<file path="config.mk">
export PLATFORM = sky130hd
export DESIGN_NAME = interval_list_intersect_coalesce_core
export DESIGN_NICKNAME = d
export VERILOG_FILES = /design/src/rtl/core/ilic_pkg.sv /design/src/rtl/core/interval_list_intersect_coalesce_core.sv /design/src/rtl/core/ilic_ram.sv /design/src/rtl/core/ilic_cfg.sv /design/src/rtl/core/ilic_ctrl.sv
export SDC_FILE = /design/constraint.sdc
export NUM_CORES = 2
export LEC_CHECK = 0
export CAP_MARGIN = 30
export CORE_MARGIN = 4
export CORE_UTILIZATION = 49
export DETAILED_ROUTE_END_ITERATION = 10
export DONT_BUFFER_PORTS = 1
export PLACE_DENSITY_LB_ADDON = 0.08
export SYNTH_ARGS = -nofsm -noshare
export SYNTH_HDL_FRONTEND = slang
export SYNTH_HIERARCHICAL = 1
export SYNTH_SLANG_ARGS = --single-unit
export TNS_END_PERCENT = 1
</file>
<file path="constraint.sdc">
create_clock -name clk -period 9.85 [get_ports clk]
set_input_delay 0 -clock clk [delete_from_list [all_inputs] [get_ports clk]]
set_output_delay 0 -clock clk [all_outputs]
set_load 0.1 [all_outputs]
</file>
<file path="src/rtl/core/ilic_pkg.sv">
// ----------------------------------------------------------------------------
// ilic_pkg: shared definitions for the interval list intersection core
// Sizes, request codes, state encoding and the structs passed between modules.
// ----------------------------------------------------------------------------
package ilic_pkg;

	// Number of ranges each list can hold.
	localparam int LIST_DEPTH = 16;
	// Width of a stored mark.
	localparam int MARK_BITS = 32;

	// Width of a port field and of the gap tolerance register.
	localparam int FIELD_BITS = 32;
	// Width used to compare a gap against the tolerance.
	localparam int GAP_BITS = (MARK_BITS > FIELD_BITS) ? MARK_BITS : FIELD_BITS;
	// Address bits of a list memory.
	localparam int IDX_BITS = (LIST_DEPTH > 1) ? $clog2(LIST_DEPTH) : 1;
	// Bits of a fill count or walk pointer; it must hold LIST_DEPTH itself.
	localparam int CNT_BITS = $clog2(LIST_DEPTH + 1);
	// One stored entry holds the end mark above the begin mark.
	localparam int ENTRY_BITS = 2 * MARK_BITS;

	// Configuration register indexes.
	localparam int REG_SEEK_GAP_TOL = 0;

	typedef logic [MARK_BITS-1:0]  mark_t;
	typedef logic [ENTRY_BITS-1:0] entry_t;
	typedef logic [IDX_BITS-1:0]   idx_t;
	typedef logic [CNT_BITS-1:0]   cnt_t;
	typedef logic [FIELD_BITS-1:0] field_t;
	typedef logic [GAP_BITS-1:0]   gap_t;

	// Request codes; the fourth code is unused and ignored.
	localparam logic [1:0] REQ_LOAD_A = 2'd0;
	localparam logic [1:0] REQ_LOAD_B = 2'd1;
	localparam logic [1:0] REQ_RUN    = 2'd2;

	typedef enum logic [1:0] {
		ST_IDLE = 2'b01,
		ST_WALK = 2'b10
	} state_t;

	// Access to one list memory: one write and one read address per cycle.
	typedef struct packed {
		logic   we;
		idx_t   waddr;
		entry_t wdata;
		idx_t   raddr;
	} ram_req_t;

	// One result item.
	typedef struct packed {
		field_t rbegin;
		field_t rend;
		logic   is_empty;
		logic   last;
		logic   dropped;
	} result_t;

endpackage

</file>
<file path="src/rtl/core/interval_list_intersect_coalesce_core.sv">
// ----------------------------------------------------------------------------
// interval_list_intersect_coalesce_core: sorted range list intersection
// Loads two lists of half-open ranges and emits their ordered intersection,
// optionally joining results separated by a small gap.
// ----------------------------------------------------------------------------
// A load item (req_type 0 for list A, 1 for list B) is taken while busy is low
// and busy never rises for it; each list holds LIST_DEPTH ranges and further
// loads are dropped and reported through load_dropped on the next run. A run
// item (req_type 2) raises busy for the whole walk, which takes at most
// count_a + count_b - 1 merge steps, each advancing one list pointer. The
// walk performs one step per cycle: both list memories are read every cycle at
// the pointers chosen by the previous step, and the comparison of the two ends
// sets the next pointers. Result items appear on out_begin, out_end and the
// flags for exactly one cycle each, marked by out_valid; there is no way to
// stall them, so the receiver must take every item as it comes. An item is
// held until the following overlap proves it cannot be extended, so it leaves
// after the overlap that opened it, never with it, and the last item of a
// run (out_last) is presented in the first cycle with busy low, at the same
// clock edge at which busy falls. A run over an empty
// intersection gives a single item with out_is_empty set and zero marks. Both
// lists and the drop flag are cleared when a run ends. The gap tolerance is
// written through the APB-style port (every address selects it) and must only
// change while the block is idle.
module interval_list_intersect_coalesce_core (
	input  logic        clk,
	input  logic        arst_n,
	// Command channel.
	input  logic        start,
	output logic        busy,
	input  logic [1:0]  req_type,
	input  logic [31:0] range_begin,
	input  logic [31:0] range_end,
	// Result channel.
	output logic        out_valid,
	output logic [31:0] out_begin,
	output logic [31:0] out_end,
	output logic        out_is_empty,
	output logic        out_last,
	output logic        load_dropped,
	// Configuration port.
	input  logic        psel,
	input  logic        penable,
	input  logic        pwrite,
	input  logic [1:0]  paddr,
	input  logic [31:0] pwdata,
	output logic [31:0] prdata,
	output logic        pready
);

	ilic_pkg::field_t   gap_tol;
	ilic_pkg::ram_req_t ram_a, ram_b;
	ilic_pkg::entry_t   rdata_a, rdata_b;
	ilic_pkg::result_t  res;

	// The tolerance register sits behind the configuration port.
	ilic_cfg u_cfg (
		.clk     (clk),
		.arst_n  (arst_n),
		.psel    (psel),
		.penable (penable),
		.pwrite  (pwrite),
		.paddr   (paddr),
		.pwdata  (pwdata),
		.prdata  (prdata),
		.pready  (pready),
		.gap_tol (gap_tol)
	);

	// List A storage: ranges are packed with the end mark in the upper half.
	ilic_ram #(
		.WIDTH (ilic_pkg::ENTRY_BITS),
		.DEPTH (ilic_pkg::LIST_DEPTH)
	) u_ram_a (
		.clk   (clk),
		.we    (ram_a.we),
		.waddr (ram_a.waddr),
		.wdata (ram_a.wdata),
		.raddr (ram_a.raddr),
		.rdata (rdata_a)
	);

	// List B storage, same layout.
	ilic_ram #(
		.WIDTH (ilic_pkg::ENTRY_BITS),
		.DEPTH (ilic_pkg::LIST_DEPTH)
	) u_ram_b (
		.clk   (clk),
		.we    (ram_b.we),
		.waddr (ram_b.waddr),
		.wdata (ram_b.wdata),
		.raddr (ram_b.raddr),
		.rdata (rdata_b)
	);

	// The sequencer owns the fill counts, walk pointers and the pending result.
	ilic_ctrl u_ctrl (
		.clk         (clk),
		.arst_n      (arst_n),
		.start       (start),
		.req_type    (req_type),
		.range_begin (range_begin),
		.range_end   (range_end),
		.gap_tol     (gap_tol),
		.busy        (busy),
		.ram_a       (ram_a),
		.ram_b       (ram_b),
		.rdata_a     (rdata_a),
		.rdata_b     (rdata_b),
		.res_valid   (out_valid),
		.res         (res)
	);

	assign out_begin    = res.rbegin;
	assign out_end      = res.rend;
	assign out_is_empty = res.is_empty;
	assign out_last     = res.last;
	assign load_dropped = res.dropped;

endmodule

</file>
<file path="src/rtl/core/ilic_ram.sv">
// ----------------------------------------------------------------------------
// ilic_ram: generic single-write, single-read memory
// One write port and one read port; read data is registered.
// ----------------------------------------------------------------------------
module ilic_ram #(
	parameter int WIDTH = 64,
	parameter int DEPTH = 16
) (
	input  logic                                          clk,
	input  logic                                          we,
	input  logic [((DEPTH > 1) ? $clog2(DEPTH) : 1)-1:0] waddr,
	input  logic [WIDTH-1:0]                              wdata,
	input  logic [((DEPTH > 1) ? $clog2(DEPTH) : 1)-1:0] raddr,
	output logic [WIDTH-1:0]                              rdata
);

	logic [WIDTH-1:0] mem [DEPTH];

	always_ff @(posedge clk) begin
		if (we) begin
			mem[waddr] <= wdata;
		end
		rdata <= mem[raddr];
	end

endmodule

</file>
<file path="src/rtl/core/ilic_cfg.sv">
// ----------------------------------------------------------------------------
// ilic_cfg: configuration register file
// Holds the gap tolerance behind a single-register APB-style port.
// ----------------------------------------------------------------------------
module ilic_cfg (
	input  logic                clk,
	input  logic                arst_n,
	input  logic                psel,
	input  logic                penable,
	input  logic                pwrite,
	input  logic [1:0]          paddr,
	input  logic [31:0]         pwdata,
	output logic [31:0]         prdata,
	output logic                pready,
	output ilic_pkg::field_t    gap_tol
);

	logic                 wr_en;
	ilic_pkg::field_t     gap_tol_q;

	// Only one register exists, so every byte address selects it.
	assign wr_en  = psel && penable && pwrite && pready && (paddr == paddr);
	assign pready = 1'b1;

	always_ff @(posedge clk or negedge arst_n) begin
		if (!arst_n) begin
			gap_tol_q <= '0;
		end else if (wr_en) begin
			gap_tol_q <= ilic_pkg::field_t'(pwdata);
		end
	end

	assign prdata  = 32'(gap_tol_q);
	assign gap_tol = gap_tol_q;

endmodule

</file>
<file path="src/rtl/core/ilic_ctrl.sv">
// ----------------------------------------------------------------------------
// ilic_ctrl: load and merge sequencer
// Appends ranges to the list memories and walks both lists on a run.
// ----------------------------------------------------------------------------
module ilic_ctrl (
	input  logic                 clk,
	input  logic                 arst_n,
	input  logic                 start,
	input  logic [1:0]           req_type,
	input  logic [31:0]          range_begin,
	input  logic [31:0]          range_end,
	input  ilic_pkg::field_t     gap_tol,
	output logic                 busy,
	output ilic_pkg::ram_req_t   ram_a,
	output ilic_pkg::ram_req_t   ram_b,
	input  ilic_pkg::entry_t     rdata_a,
	input  ilic_pkg::entry_t     rdata_b,
	output logic                 res_valid,
	output ilic_pkg::result_t    res
);

	ilic_pkg::state_t  state_q, state_d;
	ilic_pkg::cnt_t    cnt_a_q, cnt_b_q, ia_q, ib_q, ia_d, ib_d;
	logic              dropped_q;
	logic              have_pend_q;
	ilic_pkg::mark_t   pend_lo_q, pend_hi_q;
	logic              res_valid_q;
	ilic_pkg::result_t res_q;

	logic              accept, walking, more, step_a;
	logic              load_a, load_b, full_a, full_b, run_req;
	ilic_pkg::mark_t   a_lo, a_hi, b_lo, b_hi, ov_lo, ov_hi, gap;
	logic              ov_nonempty, coalesce;
	ilic_pkg::entry_t  load_entry;

	assign busy    = (state_q != ilic_pkg::ST_IDLE);
	assign accept  = start && !busy;
	assign walking = (state_q == ilic_pkg::ST_WALK);

	assign full_a  = (cnt_a_q >= ilic_pkg::cnt_t'(ilic_pkg::LIST_DEPTH));
	assign full_b  = (cnt_b_q >= ilic_pkg::cnt_t'(ilic_pkg::LIST_DEPTH));
	assign load_a  = accept && (req_type == ilic_pkg::REQ_LOAD_A);
	assign load_b  = accept && (req_type == ilic_pkg::REQ_LOAD_B);
	assign run_req = accept && (req_type == ilic_pkg::REQ_RUN);

	assign load_entry = {ilic_pkg::mark_t'(range_end), ilic_pkg::mark_t'(range_begin)};

	// Current entries of both lists, read in the previous cycle.
	assign a_lo = rdata_a[ilic_pkg::MARK_BITS-1:0];
	assign a_hi = rdata_a[ilic_pkg::ENTRY_BITS-1:ilic_pkg::MARK_BITS];
	assign b_lo = rdata_b[ilic_pkg::MARK_BITS-1:0];
	assign b_hi = rdata_b[ilic_pkg::ENTRY_BITS-1:ilic_pkg::MARK_BITS];

	assign ov_lo       = (a_lo > b_lo) ? a_lo : b_lo;
	assign ov_hi       = (a_hi < b_hi) ? a_hi : b_hi;
	assign ov_nonempty = (ov_lo < ov_hi);
	assign gap         = ov_lo - pend_hi_q;
	// A gap is only measured forward; an overlap behind the pending end starts anew.
	assign coalesce    = (gap_tol != '0) && have_pend_q && (ov_lo >= pend_hi_q) &&
		(ilic_pkg::gap_t'(gap) <= ilic_pkg::gap_t'(gap_tol));

	assign more   = (ia_q < cnt_a_q) && (ib_q < cnt_b_q);
	assign step_a = (a_hi < b_hi);

	// Next pointers also address the memories, so a step completes every cycle.
	always_comb begin
		ia_d    = ia_q;
		ib_d    = ib_q;
		state_d = state_q;
		unique case (state_q)
			ilic_pkg::ST_IDLE: begin
				if (run_req) begin
					state_d = ilic_pkg::ST_WALK;
				end
			end
			ilic_pkg::ST_WALK: begin
				if (more) begin
					if (step_a) begin
						ia_d = ia_q + 1'b1;
					end else begin
						ib_d = ib_q + 1'b1;
					end
				end else begin
					ia_d    = '0;
					ib_d    = '0;
					state_d = ilic_pkg::ST_IDLE;
				end
			end
			default: begin
				state_d = ilic_pkg::ST_IDLE;
			end
		endcase
	end

	always_ff @(posedge clk or negedge arst_n) begin
		if (!arst_n) begin
			state_q     <= ilic_pkg::ST_IDLE;
			cnt_a_q     <= '0;
			cnt_b_q     <= '0;
			ia_q        <= '0;
			ib_q        <= '0;
			dropped_q   <= 1'b0;
			have_pend_q <= 1'b0;
			res_valid_q <= 1'b0;
		end else begin
			state_q     <= state_d;
			ia_q        <= ia_d;
			ib_q        <= ib_d;
			res_valid_q <= 1'b0;
			if (load_a) begin
				if (full_a) begin
					dropped_q <= 1'b1;
				end else begin
					cnt_a_q <= cnt_a_q + 1'b1;
				end
			end
			if (load_b) begin
				if (full_b) begin
					dropped_q <= 1'b1;
				end else begin
					cnt_b_q <= cnt_b_q + 1'b1;
				end
			end
			if (walking) begin
				if (more) begin
					if (ov_nonempty && !coalesce) begin
						res_valid_q <= have_pend_q;
						have_pend_q <= 1'b1;
					end
				end else begin
					res_valid_q <= 1'b1;
					have_pend_q <= 1'b0;
					cnt_a_q     <= '0;
					cnt_b_q     <= '0;
					dropped_q   <= 1'b0;
				end
			end
		end
	end

	// Pending range and result payload.
	always_ff @(posedge clk) begin
		if (walking) begin
			if (more) begin
				if (ov_nonempty) begin
					if (coalesce) begin
						pend_hi_q <= ov_hi;
					end else begin
						pend_lo_q <= ov_lo;
						pend_hi_q <= ov_hi;
						res_q.rbegin   <= ilic_pkg::field_t'(pend_lo_q);
						res_q.rend     <= ilic_pkg::field_t'(pend_hi_q);
						res_q.is_empty <= 1'b0;
						res_q.last     <= 1'b0;
						res_q.dropped  <= dropped_q;
					end
				end
			end else begin
				res_q.rbegin   <= have_pend_q ? ilic_pkg::field_t'(pend_lo_q) : '0;
				res_q.rend     <= have_pend_q ? ilic_pkg::field_t'(pend_hi_q) : '0;
				res_q.is_empty <= !have_pend_q;
				res_q.last     <= 1'b1;
				res_q.dropped  <= dropped_q;
			end
		end
	end

	always_comb begin
		ram_a.we    = load_a && !full_a;
		ram_a.waddr = cnt_a_q[ilic_pkg::IDX_BITS-1:0];
		ram_a.wdata = load_entry;
		ram_a.raddr = ia_d[ilic_pkg::IDX_BITS-1:0];
		ram_b.we    = load_b && !full_b;
		ram_b.waddr = cnt_b_q[ilic_pkg::IDX_BITS-1:0];
		ram_b.wdata = load_entry;
		ram_b.raddr = ib_d[ilic_pkg::IDX_BITS-1:0];
	end

	assign res_valid = res_valid_q;
	assign res       = res_q;

endmodule

</file>
# Yosys cells after proc, flatten, opt, wreduce, memory -nomap -nowiden
# Memories as Yosys holds them, arrays and structs flattened. A register that Yosys moved wholly into a read port is not among the register bits.
# Index checks and enable logic that the tools add are counted.
# totals
latchBits	0
ram_bits	2048
mem_count	2
rom_bits	0
regBits	188
# op_classes
add_sub_neg	5
reduce_logical	27
order_cmp	9
n_shift	0
n_bitwise	1
div	0
n_eq_ne	12
n_mul	0
muxes	39
# mem_list
name	words	word_bits	read_ports	rd_clocked_by_memory_dff	wr	line	text
u_ram_a.mem	16	64	1	1	1	ilic_ram.sv:17	logic [WIDTH-1:0] mem [DEPTH];
u_ram_b.mem	16	64	1	1	1	ilic_ram.sv:17	
# op_table
op	n
two-way mux 67 bit	3
two-way mux 32 bit	4
< comparator 32 bit	2
two-way mux 5 bit	12
>= comparator 32 bit	1
> comparator 32 bit	1
less-or-equal comparator 32 bit	1
nonzero test 32 bit	1
subtractor 32 bit	1
adder 5 x 1 -> 5 bit (second input constant)	4
two-way mux 1 bit	15
logical AND 1 bit	13
!= test 2 bit (second input constant)	6
>= comparator 5 bit (second input constant)	2
< comparator 5 bit	2
two-way mux 4 bit	2
AND reduction 2 bit	4
AND reduction 3 bit	2
zero test 1 bit	5
equality test 2 x 1 -> 1 bit (second input constant)	2
equality test 2 bit (second input constant)	2
two-way mux 2 bit	2
!= test 2 x 1 -> 1 bit (second input constant)	2
one-hot mux 2 bit (2 select lines)	1
3 further kinds	3

# Longest topological paths before layout
# logic_depth
depth_word	10
mapped_depth	31

# Cells and area by module
# The synthesis kept the hierarchy.
# by_module_without_submodules
module	area_per_inst_um2	cells_each	instances
ilic_ram	39581.7	1647	2
ilic_ctrl	12474.5	1318	1
ilic_cfg	1569.0	102	1

# Least setup slack after synthesis
# No wires, ideal clock.
# synth_timing
path_type	reg2reg
start	register u_ram_b.rdata[14], read port of u_ram_b.mem
end	register u_ctrl.res_q, in the netlist u_ctrl/res[0] (enable)
path_buffers	1
setup_slack_ns	2.302
arrival_time_ns	6.839
setup_ns	0.709
synth_period_minus_slack_ns	7.548
stages_incl_launch_ff	29
required_ns	9.141
path_cell_list	dfxtp_1 -> inv_1 -> ha_1 -> nand4_1 -> nor4_1 -> nand4_1 -> nor2_1 -> nor2_1 -> a21oi_2 -> buf_2 -> mux2_1 -> fa_1 -> a21o_1 -> a21oi_2 -> a2111oi_4 -> nor4_2 -> o31ai_4 -> a21o_1 -> a21oi_1 -> xnor2_1 -> ha_1 -> nand4_1 -> nor4_1 -> nand4_1 -> a21oi_1 -> o211a_1 -> o211ai_1 -> o211ai_1 -> nand2_1
# synth_via
elab_chain_cells	7
word_cells_on_any_way	11
# synth_rtl
item	line	text
start: declaration	ilic_ram.sv:14	output logic [WIDTH-1:0] rdata
> comparator 32 bit (*)	ilic_ctrl.sv:54	assign ov_lo = (a_lo > b_lo) ? a_lo : b_lo;
two-way mux 32 bit (*)	ilic_ctrl.sv:54	
net u_ctrl.ov_lo[1]	ilic_ctrl.sv:32	ilic_pkg::mark_t a_lo, a_hi, b_lo, b_hi, ov_lo, ov_hi, gap;
subtractor 32 bit or >= comparator 32 bit (tied branches)	ilic_ctrl.sv:57, ilic_ctrl.sv:59	
less-or-equal comparator 32 bit or logical AND 1 bit (tied branches)	ilic_ctrl.sv:60, ilic_ctrl.sv:59	
logical AND 1 bit	ilic_ctrl.sv:59	assign coalesce = (gap_tol != '0) && have_pend_q && (ov_lo >= pend_hi_q) &&
!= test 2 bit (no line)	-	
AND reduction 3 bit (no line) (*)	-	
end: declaration	ilic_ctrl.sv:28	ilic_pkg::result_t res_q;
# Mark *: on every way through the listed nets, which the timed path passes. The rest lies on a longest branch.
# A chain may end at the register's enable or synchronous reset.

# Worst setup path after layout
# layout_timing
start	register u_ram_b.rdata[9], read port of u_ram_b.mem
end	register u_ctrl.pend_lo_q[16] (enable)
# layout_via
elab_chain_cells	7
word_cells_on_any_way	10
# layout_rtl
item	line	text
> comparator 32 bit (*)	ilic_ctrl.sv:54	
two-way mux 32 bit (*)	ilic_ctrl.sv:54	
net u_ctrl.ov_lo[12]	ilic_ctrl.sv:32	
subtractor 32 bit or >= comparator 32 bit (tied branches)	ilic_ctrl.sv:57, ilic_ctrl.sv:59	
less-or-equal comparator 32 bit or logical AND 1 bit (tied branches)	ilic_ctrl.sv:60, ilic_ctrl.sv:59	
logical AND 1 bit	ilic_ctrl.sv:59	
NOT 1 bit (no line)	-	
AND reduction 4 bit (no line) (*)	-	
end signal: assignment	ilic_ctrl.sv:149	pend_lo_q <= ov_lo;
end: declaration	ilic_ctrl.sv:26	ilic_pkg::mark_t pend_lo_q, pend_hi_q;
# Marks and branches as above.

==> results.md <==
* Synth cell types at 80
* Die Width at approximately 440 um
* Hold Buf Count CTS at about 170
* Register area share after synthesis at between 70% and 80%
* Worst path most repeated cell: nand4_1
* MaxCap Viol Count at 0
* CP max stage delay at about 840 ps
* Initial antenna violation count at 12
* Gr ovfl total at 0
* I/O pins at about 210
* PnR Total Power at roughly 25000 uW
* Synthesized instance count at between 4000 and 5000
* Post CTS Setup Buffer Count at 0
* Ratio of cells with drive above 1 in the final layout at between 20% and 30%
* Sw Ratio at about a quarter
* Clk buf depth at 3
* First-pass GRT wire length at around 350000 um
* FILL cells at between 10000 and 15000
* Post-synth EDFFs at approximately 2200
* CTS clk-pin slew, worst paths at approximately 60 ps
* Initial Util at roughly 50%
* Mean post-synth cell area at roughly 20 um2
* Cell Pwr Density at 231 nW/um2
* Status: finished clean
* Clock share of power at a little over a third
* Final period utilization at about nine tenths
* Post-synth net total at roughly 5000
* Gate power share at 17.8%
* HPWL after DPL at approximately 140000 um
* CTS buffer count at approximately 240
* Port Buffers at 0
* Ys flop type: edfxtp_1
* Core ar. at roughly 190000 um2
* CP Data Arrival Time at between 9000 and 10000 ps
* Area of the die at approximately 200000 um2
* Final worst path period need at approximately 8700 ps
* DRC at 0
* WL/cell at 32.1 um
* Drt total wl at between 200000 and 250000 um
* Final hold violations at 0
* Vias in the first global route at roughly 47000
* Via density at roughly 6
* Crit-path leading delay family: simple AND/OR/NAND/NOR gates
* Post-route ant nets at 0
* CTS root buf: clkbuf_16
* Setup Viol. Count Final at 0
* Setup TNS at 0 ps
* Clock Sinks at approximately 2400
* Tightest Hold Check Type: in2reg
* Highest-delay cell along the critical path: nor2_4
* Syn. warnings at 6
* Fraction of registers with async set/reset at 2.41%
* CP Data Required Time at 10310 ps
* Crit path launch type: flip-flop
* # rows at approximately 160
* Most frequent cells in the layout: edfxtp_1, mux4_2, a22oi_1, clkbuf_16, nand2_1
* Rel. slew slack at between 20% and 30%
* Die Y at around 440 um
* Flop pwr share at a little under half
* Worst-margin pin slew at 1170 ps
* Mapped Area at approximately 93000 um2
* Max rail drop VDD at ~0.17 mV
* PostCTS Resize Cnt at 0
* Worst path buffer plus inverter count at 2
* Tot GR Track Use at approximately a quarter
* First-pass DRT Iterations at 8
* Most common cell after layout, fill and taps aside: edfxtp_1
* Gp weighted congestion at between 0.8 and 0.9
* CP Capture Type: flip-flop
* Achievable Freq at ~0.12 GHz
* Max-slew violation count at 0
* Number of H-tree levels at 4
* Internal at ~18000 uW
* Leakage at about 0.035 uW
* Vias after detailed routing at 46400
* Worst-case clock skew at roughly 33 ps
* CP Class: reg2reg
* DR iter-0 viols at 4516
* NetSw at between 6000 and 7000 uW
* Nets at between 5000 and 6000
* Flops & latches, synth at 2364
* RSZ-0062 raised after global routing: false
* Largest net degree at the start of global routing at 137
* Clk_lat worst skew at about 870 ps
* TritonCTS clock tree: yes
* Worst-path fanout max at 32
* Synth-to-layout area growth at 15.1%
## power by group through the flow
stage	sequential, uW	combinational [uW]	clock [uW]
2_1_floorplan	11400	3140	0
6_report	11300	4410	9060
4_1_cts	11300	4340	9240
3_5_place_dp	11500	4090	0
5_1_grt	11300	4780	9690
3_3_place_gp	11600	3930	0
## per-stage QoR
stage | instance area [um2] | cells | hold slack (ps) | worst slack [ps] | utilization [%]
after CTS | 106000 | 7628 | 0.776 | 1080 | 56.4
final | 107000 | 7693 | 45.0 | 1170 | 56.9
after global placement | 95400 | 6968 | -292 | 1240 | 50.6
after detailed placement | 96400 | 7011 | -291 | 1160 | 51.2
after floorplan | 93200 | 4714 | -296 | 2300 | -
after global routing | 107000 | 7689 | 9.06 | 670 | 56.9
## registers in the layout (all words and copies together), names as in the netlist, 2 cells and up
| register | count |
|---|---|
| u_ram_b/mem | 1024 |
| u_ram_a/mem | 1024 |
| u_ctrl/cnt_b_q | 5 |
| u_ram_a/rdata | 64 |
| u_ctrl/pend_lo_q | 32 |
| u_ctrl/ia_q | 5 |
| u_ram_b/rdata | 64 |
| u_ctrl/ib_q | 5 |
| u_ctrl/pend_hi_q | 32 |
| u_ctrl/res | 67 |
| u_cfg/gap_tol | 32 |
| u_ctrl/state_q | 2 |
| u_ctrl/cnt_a_q | 5 |
## final timing paths
| kind | end | slack (ps) | cells after the start | from |
|---|---|---|---|---|
| min in group asynchronous | u_ctrl/state_q[0] | 470 | 3 | arst_n |
| max in group asynchronous | u_ctrl/ia_q[3] | 8970 | 4 | arst_n |
| max reg2reg | u_ctrl/pend_lo_q[16] | 1170 | 26 | u_ram_b/rdata[9] |
| max | u_ctrl/pend_lo_q[16] | 1170 | 26 | u_ram_b/rdata[9] |
| min | u_ram_a/mem[3][4] | 40 | 2 | range_begin[4] |
| min reg2reg | u_ctrl/res[0] | 500 | 0 | u_ctrl/dropped_q |
## kinds of logic (layout without fill, tap and decap cells)
kind of cell    count (synthesis)  count (layout)  synth area share (%)
buf+inv                       541            1019                  3.18
fa+ha+maj                     173             173                  2.33
xor+xnor                       30              30                 0.282
simple gates                  513             513                  2.57
compound gates                512             512                  3.83
mux                           580             580                  13.3
other cells                     1               7               0.00402
flops                        2364            2364                  74.5
## area by class of cell
type,instances,area [um2],area share [%]
tap,2495,3120,2.91
clock inverter,134,1460,1.36
multi-input combinational,1809,21200,19.7
timing repair buffer,391,5000,4.66
inverter,179,672,0.626
sequential,2364,69400,64.7
antenna,6,15.0,0.0140
clock buffer,315,6410,5.97
## synthesized netlist by cell type (6+ instances only)
| master | number | share of area [%] |
|---|---|---|
| dfrtp_1 | 56 | 1.5 |
| and4_1 | 7 | 0.066 |
| ha_1 | 172 | 2.3 |
| clkbuf_1 | 91 | 0.37 |
| a21o_1 | 38 | 0.31 |
| nor3_1 | 22 | 0.12 |
| nor4_1 | 12 | 0.081 |
| mux2_4 | 30 | 0.48 |
| and2_1 | 9 | 0.060 |
| buf_1 | 30 | 0.12 |
| nand3b_1 | 6 | 0.048 |
| edfxtp_1 | 2179 | 70 |
| mux4_2 | 512 | 12 |
| nand4_1 | 31 | 0.21 |
| nand2b_1 | 14 | 0.094 |
| buf_6 | 29 | 0.35 |
| o21ai_0 | 34 | 0.18 |
| nand3_1 | 22 | 0.12 |
| inv_1 | 179 | 0.72 |
| a21oi_1 | 105 | 0.56 |
| buf_4 | 181 | 1.5 |
| a22oi_1 | 257 | 2.1 |
| buf_2 | 31 | 0.17 |
| and3_1 | 7 | 0.047 |
| nand2_1 | 182 | 0.73 |
| o21a_1 | 8 | 0.064 |
| nor2_1 | 140 | 0.56 |
| nor2b_1 | 47 | 0.32 |
| o21ai_1 | 9 | 0.048 |
| a221oi_1 | 6 | 0.056 |
| xnor2_1 | 23 | 0.22 |
| xor2_1 | 7 | 0.066 |
| mux2_1 | 31 | 0.37 |
| dfxtp_1 | 128 | 2.7 |
## layer usage
metal  wire length, um  up-vias  global-route usage [%]
li1                  -    19500                       -
met1            104000    24900                    35.3
met2            119000     1684                    40.2
met3             17200      319                    4.95
met4              6480        4                    6.66
met5                28        -                       0
Note: power is estimated with default switching activity, not from simulation.
